File: src/rtl/core/assert_macros.svh
// Assertion macros for the RTL.
`ifndef ASSERT_MACROS_SVH
`define ASSERT_MACROS_SVH
// Clocked assertion with asynchronous reset disable.
`define ASSERT_CLK(lbl, clk, rstn, prop, msg) \
  lbl: assert property (@(posedge clk) disable iff (!rstn) (prop)) else $error(msg);
// Plain implication checked every edge.
`define ASSERT_IMP(lbl, clk, rstn, ante, cons, msg) \
  lbl: assert property (@(posedge clk) disable iff (!rstn) (ante) |-> (cons)) else $error(msg);
`endif

File: src/rtl/core/smx_pkg.sv
// Package: constants, types and the exp table for the softmax decoder.
package smx_pkg;
  localparam int unsigned NumClassesDefault = 5;
  localparam int unsigned ExpDepthDefault   = 256;
  localparam int unsigned ScoreW  = 24;
  localparam int unsigned ProbW   = 17;
  localparam int unsigned PmW     = 10;
  localparam int unsigned IdxW    = 4;
  localparam int unsigned SumW    = 28;
  localparam int unsigned EsumW   = 21;
  localparam logic [PmW-1:0] ThreshReset = 10'd500;
  localparam logic [ProbW-1:0] ProbOne = 17'd65536;

  // Long division, only used at elaboration to build the exp table and E1.
  function automatic longint unsigned long_div(input longint unsigned num,
                                               input longint unsigned den);
    longint unsigned quo;
    longint unsigned rem;
    quo = 64'd0;
    rem = 64'd0;
    for (int b = 63; b >= 0; b--) begin
      rem = {rem[62:0], num[b]};
      if (rem >= den) begin
        rem = rem - den;
        quo[b] = 1'b1;
      end
    end
    return quo;
  endfunction

  // exp(-num/depth) in Q2.30 by the series truncated after the 20th power, at elaboration.
  function automatic logic [31:0] exp_series_q30(input longint unsigned num,
                                                 input longint unsigned depth);
    longint unsigned term;
    longint unsigned pos;
    longint unsigned neg;
    term = 64'd1073741824;
    pos  = 64'd1073741824;
    neg  = 64'd0;
    for (int i = 1; i <= 20; i++) begin
      term = long_div(term * num, depth * longint'(i));
      if (i[0]) neg += term;
      else pos += term;
    end
    return (pos >= neg) ? 32'(pos - neg) : 32'd0;
  endfunction

  typedef enum logic [7:0] {
    ST_LOAD  = 8'b0000_0001,
    ST_EXP   = 8'b0000_0010,
    ST_EMUL  = 8'b0000_0100,
    ST_EACC  = 8'b0000_1000,
    ST_DIV   = 8'b0001_0000,
    ST_PICK  = 8'b0010_0000,
    ST_CONF  = 8'b0100_0000,
    ST_EMIT  = 8'b1000_0000
  } state_e;

  typedef struct packed {
    logic       start;
    logic [47:0] dividend;
    logic [EsumW-1:0] divisor;
  } div_req_t;

  typedef struct packed {
    logic       busy;
    logic       done;
    logic [31:0] quot;
  } div_rsp_t;
endpackage

File: src/rtl/core/smx_div.sv
// Shared restoring divider, one quotient bit per cycle.
module smx_div
  import smx_pkg::*;
(
  input  logic     clk_i,
  input  logic     rst_ni,
  input  div_req_t req_i,
  output div_rsp_t rsp_o
);
  localparam int unsigned QW = 32;
  logic [QW-1:0] quot_q, quot_d;
  logic [47:0]   rem_q, rem_d;
  logic [47:0]   num_q, num_d;
  logic [EsumW-1:0] den_q, den_d;
  logic [5:0]    cnt_q, cnt_d;
  logic          busy_q, busy_d, done_q, done_d;
  logic [48:0]   trial;

  always_comb begin
    quot_d = quot_q; rem_d = rem_q; num_d = num_q; den_d = den_q;
    cnt_d = cnt_q; busy_d = busy_q; done_d = 1'b0;
    trial = {rem_q, num_q[47]};
    if (req_i.start) begin
      num_d = req_i.dividend << 16;
      rem_d = {32'd0, req_i.dividend[47:32]};
      den_d = req_i.divisor; quot_d = '0;
      cnt_d = 6'd32; busy_d = 1'b1;
    end else if (busy_q) begin
      if (trial >= 49'(den_q)) begin
        rem_d  = 48'(trial - 49'(den_q));
        quot_d = {quot_q[QW-2:0], 1'b1};
      end else begin
        rem_d  = trial[47:0];
        quot_d = {quot_q[QW-2:0], 1'b0};
      end
      num_d = num_q << 1;
      cnt_d = cnt_q - 6'd1;
      if (cnt_q == 6'd1) begin
        busy_d = 1'b0; done_d = 1'b1;
      end
    end
  end

  always_ff @(posedge clk_i or negedge rst_ni) begin
    if (!rst_ni) begin
      busy_q <= 1'b0; done_q <= 1'b0; cnt_q <= '0;
    end else begin
      busy_q <= busy_d; done_q <= done_d; cnt_q <= cnt_d;
    end
  end
  always_ff @(posedge clk_i) begin
    quot_q <= quot_d; rem_q <= rem_d; num_q <= num_d; den_q <= den_d;
  end

  assign rsp_o.busy = busy_q;
  assign rsp_o.done = done_q;
  assign rsp_o.quot = quot_q;
endmodule
File: config.mk
export PLATFORM = sky130hd
export DESIGN_NAME = smx_div
export DESIGN_NICKNAME = d
export VERILOG_FILES = /design/src/rtl/core/assert_macros.svh /design/src/rtl/core/smx_pkg.sv /design/src/rtl/core/smx_div.sv
export SDC_FILE = /design/constraint.sdc
export NUM_CORES = 1
export LEC_CHECK = 0
export BUFFER_PORTS_ARGS = -buffer_cell sky130_fd_sc_hd__buf_2
export CAP_MARGIN = 15
export CORE_MARGIN = 2
export CORE_UTILIZATION = 40
export CTS_CLUSTER_SIZE = 14
export DETAILED_ROUTE_END_ITERATION = 6
export PLACE_DENSITY_LB_ADDON = 0.1
export SLEW_MARGIN = 0
export SYNTH_ARGS = -nofsm -noshare
export SYNTH_HDL_FRONTEND = slang
export SYNTH_SLANG_ARGS = --single-unit
File: constraint.sdc
create_clock -name clk_i -period 4.9 [get_ports clk_i]
set_clock_uncertainty 0.2 [all_clocks]
set_input_delay 0.49 -clock clk_i [delete_from_list [all_inputs] [get_ports clk_i]]
set_output_delay 0.49 -clock clk_i [all_outputs]
set_load 0.1 [all_outputs]
# After elaboration in Yosys (flattened, before gate mapping)
# Cells that the tools add are included.
[op_classes]
n_reduce_logical = 1
n_lt_le_gt_ge = 1
add_sub_neg = 2
eq_ne = 1
muxes = 14
[op_table]
columns = ["operator", "n"]
rows = [
  ["$mux 48", 3],
  ["$ge 49x21->1", 1],
  ["$sub 48x21->48", 1],
  ["$mux 16", 2],
  ["$mux 6", 2],
  ["$mux 1", 7],
  ["$eq 6x1->1 const B", 1],
  ["$sub 6x1->6 const B", 1],
  ["$reduce_bool 2->1", 1],
]
[totals]
output_inout_bits = 34
register_bits = 141
elab_cells = 27

# Depth between registers and ports, before layout
[depth]
word_depth = 4
depth_mapped = 12

# Worst setup path after synthesis
# Ideal clock, no wire load.
[synth_path]
path_type = "register to register"
startpoint = "reg rem_q[31]"
endpoint = "reg rem_q[12], data pin"
arrival_ps = 2907
synth_period_minus_slack_ps = 3367
path_buffers = 2
slack_ps = 1533
stages_incl_launch_ff = 10
path_cell_list = "dfxtp_1 -> buf_2 -> or4_1 -> or4_4 -> nand4bb_1 -> nor4_4 -> nand2_1 -> buf_2 -> mux2_1 -> mux2_2"
[synth_between]
elab_chain_cells = 4
[synth_lines]
columns = ["element", "line_no", "source"]
rows = [
  ["from (decl)", "smx_div.sv:12", "logic [47:0] rem_q, rem_d;"],
  ["from (signal assigned)", "smx_div.sv:52", "quot_q <= quot_d; rem_q <= rem_d; num_q <= num_d; den_q <= den_d;"],
  ["$ge 49x21->1", "smx_div.sv:29", "if (trial >= 49'(den_q)) begin"],
  ["$mux 48", "smx_div.sv:29", ""],
  ["$mux 16", "smx_div.sv:28", "end else if (busy_q) begin"],
  ["$mux 16", "smx_div.sv:23", "if (req_i.start) begin"],
  ["net rem_d[12]", "smx_div.sv:12", ""],
]
# The timed path passes the listed nets, and every way through them passes these cells. The select of a mux whose other input is x is not followed.
# A chain may end at the register's enable or synchronous reset.

# Worst setup path in the final report
[layout_path]
startpoint = "reg den_q[20]"
endpoint = "reg rem_q[16]"
[layout_between]
elab_chain_cells = 2
[layout_lines]
columns = ["element", "line_no", "source"]
rows = [
  ["from (decl)", "smx_div.sv:14", "logic [EsumW-1:0] den_q, den_d;"],
  ["from (signal assigned)", "smx_div.sv:52", ""],
  ["$ge 49x21->1", "smx_div.sv:29", ""],
  ["$mux 48", "smx_div.sv:29", ""],
]
# Every way passes these cells.

==> impl_summary.md <==
Worst setup path
The internal reg-to-reg setup slack is 800 ps. The worst path arrival time is 4230 ps. The capturing element type of the critical path is a flip-flop. The required time reported for the critical path endpoint is 5020 ps. The highest fanout seen on the critical path is 9.

STA classifies the critical path startpoint as a flip-flop. The endpoint of the worst register-to-register path is rem_q[16]$_SDFFE_PP0P_. In this run the critical register-to-register path is launched from den_q[20]$_DFFE_PP_.

By startpoint and endpoint, the worst setup path is classified as flip-flop to flip-flop. The worst register-to-register path has a depth of 11.

Final layout
The count of fill cells added during filler insertion is 1762. Of the cells placed in the final design, the portion with a size suffix greater than 1 is 0.269. The multi-input combinational cells in the finished layout cover a total of 3670 µm².

The footprint of the flip-flops and latches is 3560 µm². The area growth from synthesis to layout is 17.5%. The antenna diode count is 0. The post-layout net count is 911.

Synth
After synthesis, the most frequently instantiated cells are 85 x sky130_fd_sc_hd__nor2_1, 69 x sky130_fd_sc_hd__edfxtp_1, 64 x sky130_fd_sc_hd__dfxtp_1. Yosys printed 0 warnings. The commonest register cell after synthesis is sky130_fd_sc_hd__edfxtp_1. sky130_fd_sc_hd__nor2_1 is the most common cell in the netlist. The post-synthesis cell type count is 70. The synthesized design spends more area on one cell type than any other, namely sky130_fd_sc_hd__edfxtp_1. The post-synthesis instance area is 7540 µm². Each instance of the synthesized netlist takes up on average 10.4 µm². Yosys attributes the largest share of cell area to sky130_fd_sc_hd__edfxtp_1 27%, sky130_fd_sc_hd__dfxtp_1 17%, sky130_fd_sc_hd__mux2_2 8.4%, sky130_fd_sc_hd__mux2i_1 4.6%, sky130_fd_sc_hd__nor2_1 4.2%. The count of mapped cells out of synthesis is 724. The post-synthesis async set-or-reset flop share is 0.0567. For this run, the register share of the synthesized area comes to 0.472.

The post-synthesis register bit count is 141. The number of nets in the synthesized netlist is 820. The top cell type's share of synthesized area is 0.275. The count of flip-flops with a built-in enable after synthesis is 69.

Clock tree
The tree is rooted in a sky130_fd_sc_hd__clkbuf_16. The clock transition at the register clock pins on the worst setup and hold paths after CTS is 60 ps. The clock latency on the worst-skew pair is 420 ps. No sink is reached through more buffers than the 2 on the longest clock path. The number of setup buffers added after CTS is 0. The maximum level of the CTS H-tree is 4. TritonCTS built the clock tree.

For this design, the sink count on the clock tree is 141. Counting the buffers created by CTS gives 17.

STA
The worst path in the final design needs a cycle of 4100 ps, including I/O delays and setup. Hold is met by 38.7 ps. Setup violations remaining at the end of the flow were counted as 0.

In the final timing run, aggregate negative setup slack is 0 ps. Static timing analysis puts the maximum clock frequency at 244 MHz. At the pin with the least slew margin, the transition time is 1100 ps. Dividing the final minimum period by the clock period gives 0.838.

In this run the tightest slew margin relative to its limit is 0.268. The final hold violation count is 0. Setup repair after global routing left no endpoint under its margin. The total count of max-transition violations in the final report is 0.

Hold path
The path with the worst hold slack has its endpoint at den_q[6]$_DFFE_PP_. The beginning of the worst hold path is req_i[6]. Along the worst hold path, the cell count comes to 1. In this run the worst hold path is classified as primary input to flip-flop.

Drt
Using the TritonRoute via totals, the vias-per-cell ratio works out to 5.45. The total wirelength of the detailed-routed design is 17.5 mm. In the routed design, unresolved DRC markers number 0. Across all layers, the routed design uses 5785 vias.

Once detail routing completed, the nets flagged for antenna violations numbered 0. Dividing the detail-routed wire length by the instance count gives 16.4 µm. The number of search-and-repair iterations in the first detailed-routing pass is 5. The detailed router's first-iteration violation count is 299.

Die
Measured along the y axis, the die boundary spans 141 µm. The area of the die is 20000 µm². The horizontal die dimension is 141 µm. The starting density of the core is 0.406. The core area is 18600 µm².

The initialized floorplan defines 50 standard-cell rows. Pin placement for this block handled 106 I/O pins.

Power and ir drop
The areal power density over the cells is 603 nW/µm². VDD sags by at most 275 µV. The analysis attributes to cell leakage a power of 3.82 nW.

Placed design
Detailed placement ended at an HPWL of 12.0 mm. Routability-driven placement finished with a final weighted congestion of 0.830. The number of buffers added on ports is 105.

GRT
The first-pass GRT wire length is 29.3 mm. The via count of the first global-routing pass was 5920. The number of antenna violations at the first check in global routing is 0. Entering global routing, the biggest net connects 73 pins. The global-route usage over all layers is 0.182. For this run the aggregate overflow at the end of global routing stands at 0.

Run
The total of max-cap violations is 0.

Status
The flow ran to the end, and the final reports show no timing, DRC or antenna violations.
[power breakdown]
part / internal (W) / switching (W) / leakage [nW] / total (W)
sequential: 0.00153 / 0.000217 / 1.33 / 0.00175
combinational: 0.000997 / 0.00128 / 2.18 / 0.00228
clock: 0.000755 / 0.000552 / 0.301 / 0.00131
total: 0.00329 / 0.00205 / 3.82 / 0.00534
[logic make-up after synthesis]
family,Yosys count,synth area share
AO/OA/AOI/OAI,125,0.117
flip-flops,141,0.472
XOR/XNOR,30,0.0349
AND/OR/NAND/NOR,233,0.159
adder cells (fa/ha/maj),24,0.0408
multiplexers,94,0.135
buffers and inverters,77,0.0417
[worst max-delay path, cell delays in order (launching register included)]
cell and delay, ps:
sky130_fd_sc_hd__edfxtp_1 330, sky130_fd_sc_hd__inv_1 40, sky130_fd_sc_hd__ha_1 380, sky130_fd_sc_hd__a21oi_1 500, sky130_fd_sc_hd__o21ai_0 370, sky130_fd_sc_hd__or3_1 440
sky130_fd_sc_hd__nor4_4 500, sky130_fd_sc_hd__inv_2 130, sky130_fd_sc_hd__nor2_2 490, sky130_fd_sc_hd__buf_4 270, sky130_fd_sc_hd__nand2_1 60, sky130_fd_sc_hd__a311oi_1 280
[state kept, by name, indices dropped and copies added (netlist names)]
signal	cells
cnt_q	6
den_q	21
rem_q	48
num_q	32
quot_q	32
done_q	1
busy_q	1
[cells in the final DEF, fill, tap and decap left out, types with 19 or more instances in the layout]
| cell type | Yosys | routed |
|---|---|---|
| sky130_fd_sc_hd__o21ai_0 | 20 | 20 |
| sky130_fd_sc_hd__ha_1 | 23 | 23 |
| sky130_fd_sc_hd__dfxtp_1 | 64 | 64 |
| sky130_fd_sc_hd__edfxtp_1 | 69 | 69 |
| sky130_fd_sc_hd__clkbuf_16 | 0 | 19 |
| sky130_fd_sc_hd__a21oi_1 | 28 | 28 |
| sky130_fd_sc_hd__mux2_2 | 56 | 56 |
| sky130_fd_sc_hd__buf_2 | 5 | 104 |
| sky130_fd_sc_hd__nand2_1 | 43 | 43 |
| sky130_fd_sc_hd__mux2i_1 | 35 | 35 |
| sky130_fd_sc_hd__inv_1 | 33 | 32 |
| sky130_fd_sc_hd__nor2_1 | 85 | 85 |
[layout make-up]
type                            count  area share
Tap cell                          234      0.0331
Clock inverter                     10      0.0105
Sequential cell                   141       0.402
Clock buffer                       22      0.0574
Timing Repair Buffer              115      0.0684
Multi-Input combinational cell    506       0.414
Inverter                           34      0.0144
[worst max path at each step]
stage	from	to	slack [ps]	cells past startpoint
floorplan	rem_q[31]$_SDFFE_PP0P_	rem_q[12]$_DFFE_PP_	1530	9
global placement	den_q[20]$_DFFE_PP_	rem_q[1]$_DFFE_PP_	770	10
detailed placement	den_q[20]$_DFFE_PP_	rem_q[19]$_SDFFE_PP0P_	810	11
CTS	den_q[20]$_DFFE_PP_	rem_q[19]$_SDFFE_PP0P_	790	11
global route	den_q[20]$_DFFE_PP_	rem_q[19]$_SDFFE_PP0P_	530	11
finish	den_q[20]$_DFFE_PP_	rem_q[16]$_SDFFE_PP0P_	800	11
[what timing repair did]
action,CTS,global route
hold buffers,1,0
hold endpoints to repair,8,0
gates resized for setup,0,0
[through the flow]
stage / total power [W] / utilization / setup slack, ps / std cells / instance area [µm²]
6_report: 0.00534 / 0.476 / 796 / 1062 / 8850
5_1_grt: 0.00572 / 0.476 / 528 / 1062 / 8850
4_1_cts: 0.00538 / 0.476 / 795 / 1062 / 8850
3_5_place_dp: 0.00403 / 0.444 / 813 / 1029 / 8240
3_3_place_gp: 0.00402 / 0.444 / 773 / 1029 / 8240
2_1_floorplan: 0.00351 / - / 1530 / 724 / 7540
[metal layers]
layer  vias to the layer above  share of wire  wire [µm]  GRT usage
met5                         -              0          0          0
met4                         0          0.013        235     0.0542
met3                        17          0.047        824     0.0493
met2                       133           0.47       8270      0.303
met1                      2777           0.47       8130      0.234
li1                       2858              -          -          -
No activity file was read; power rests on OpenSTA's default activity.
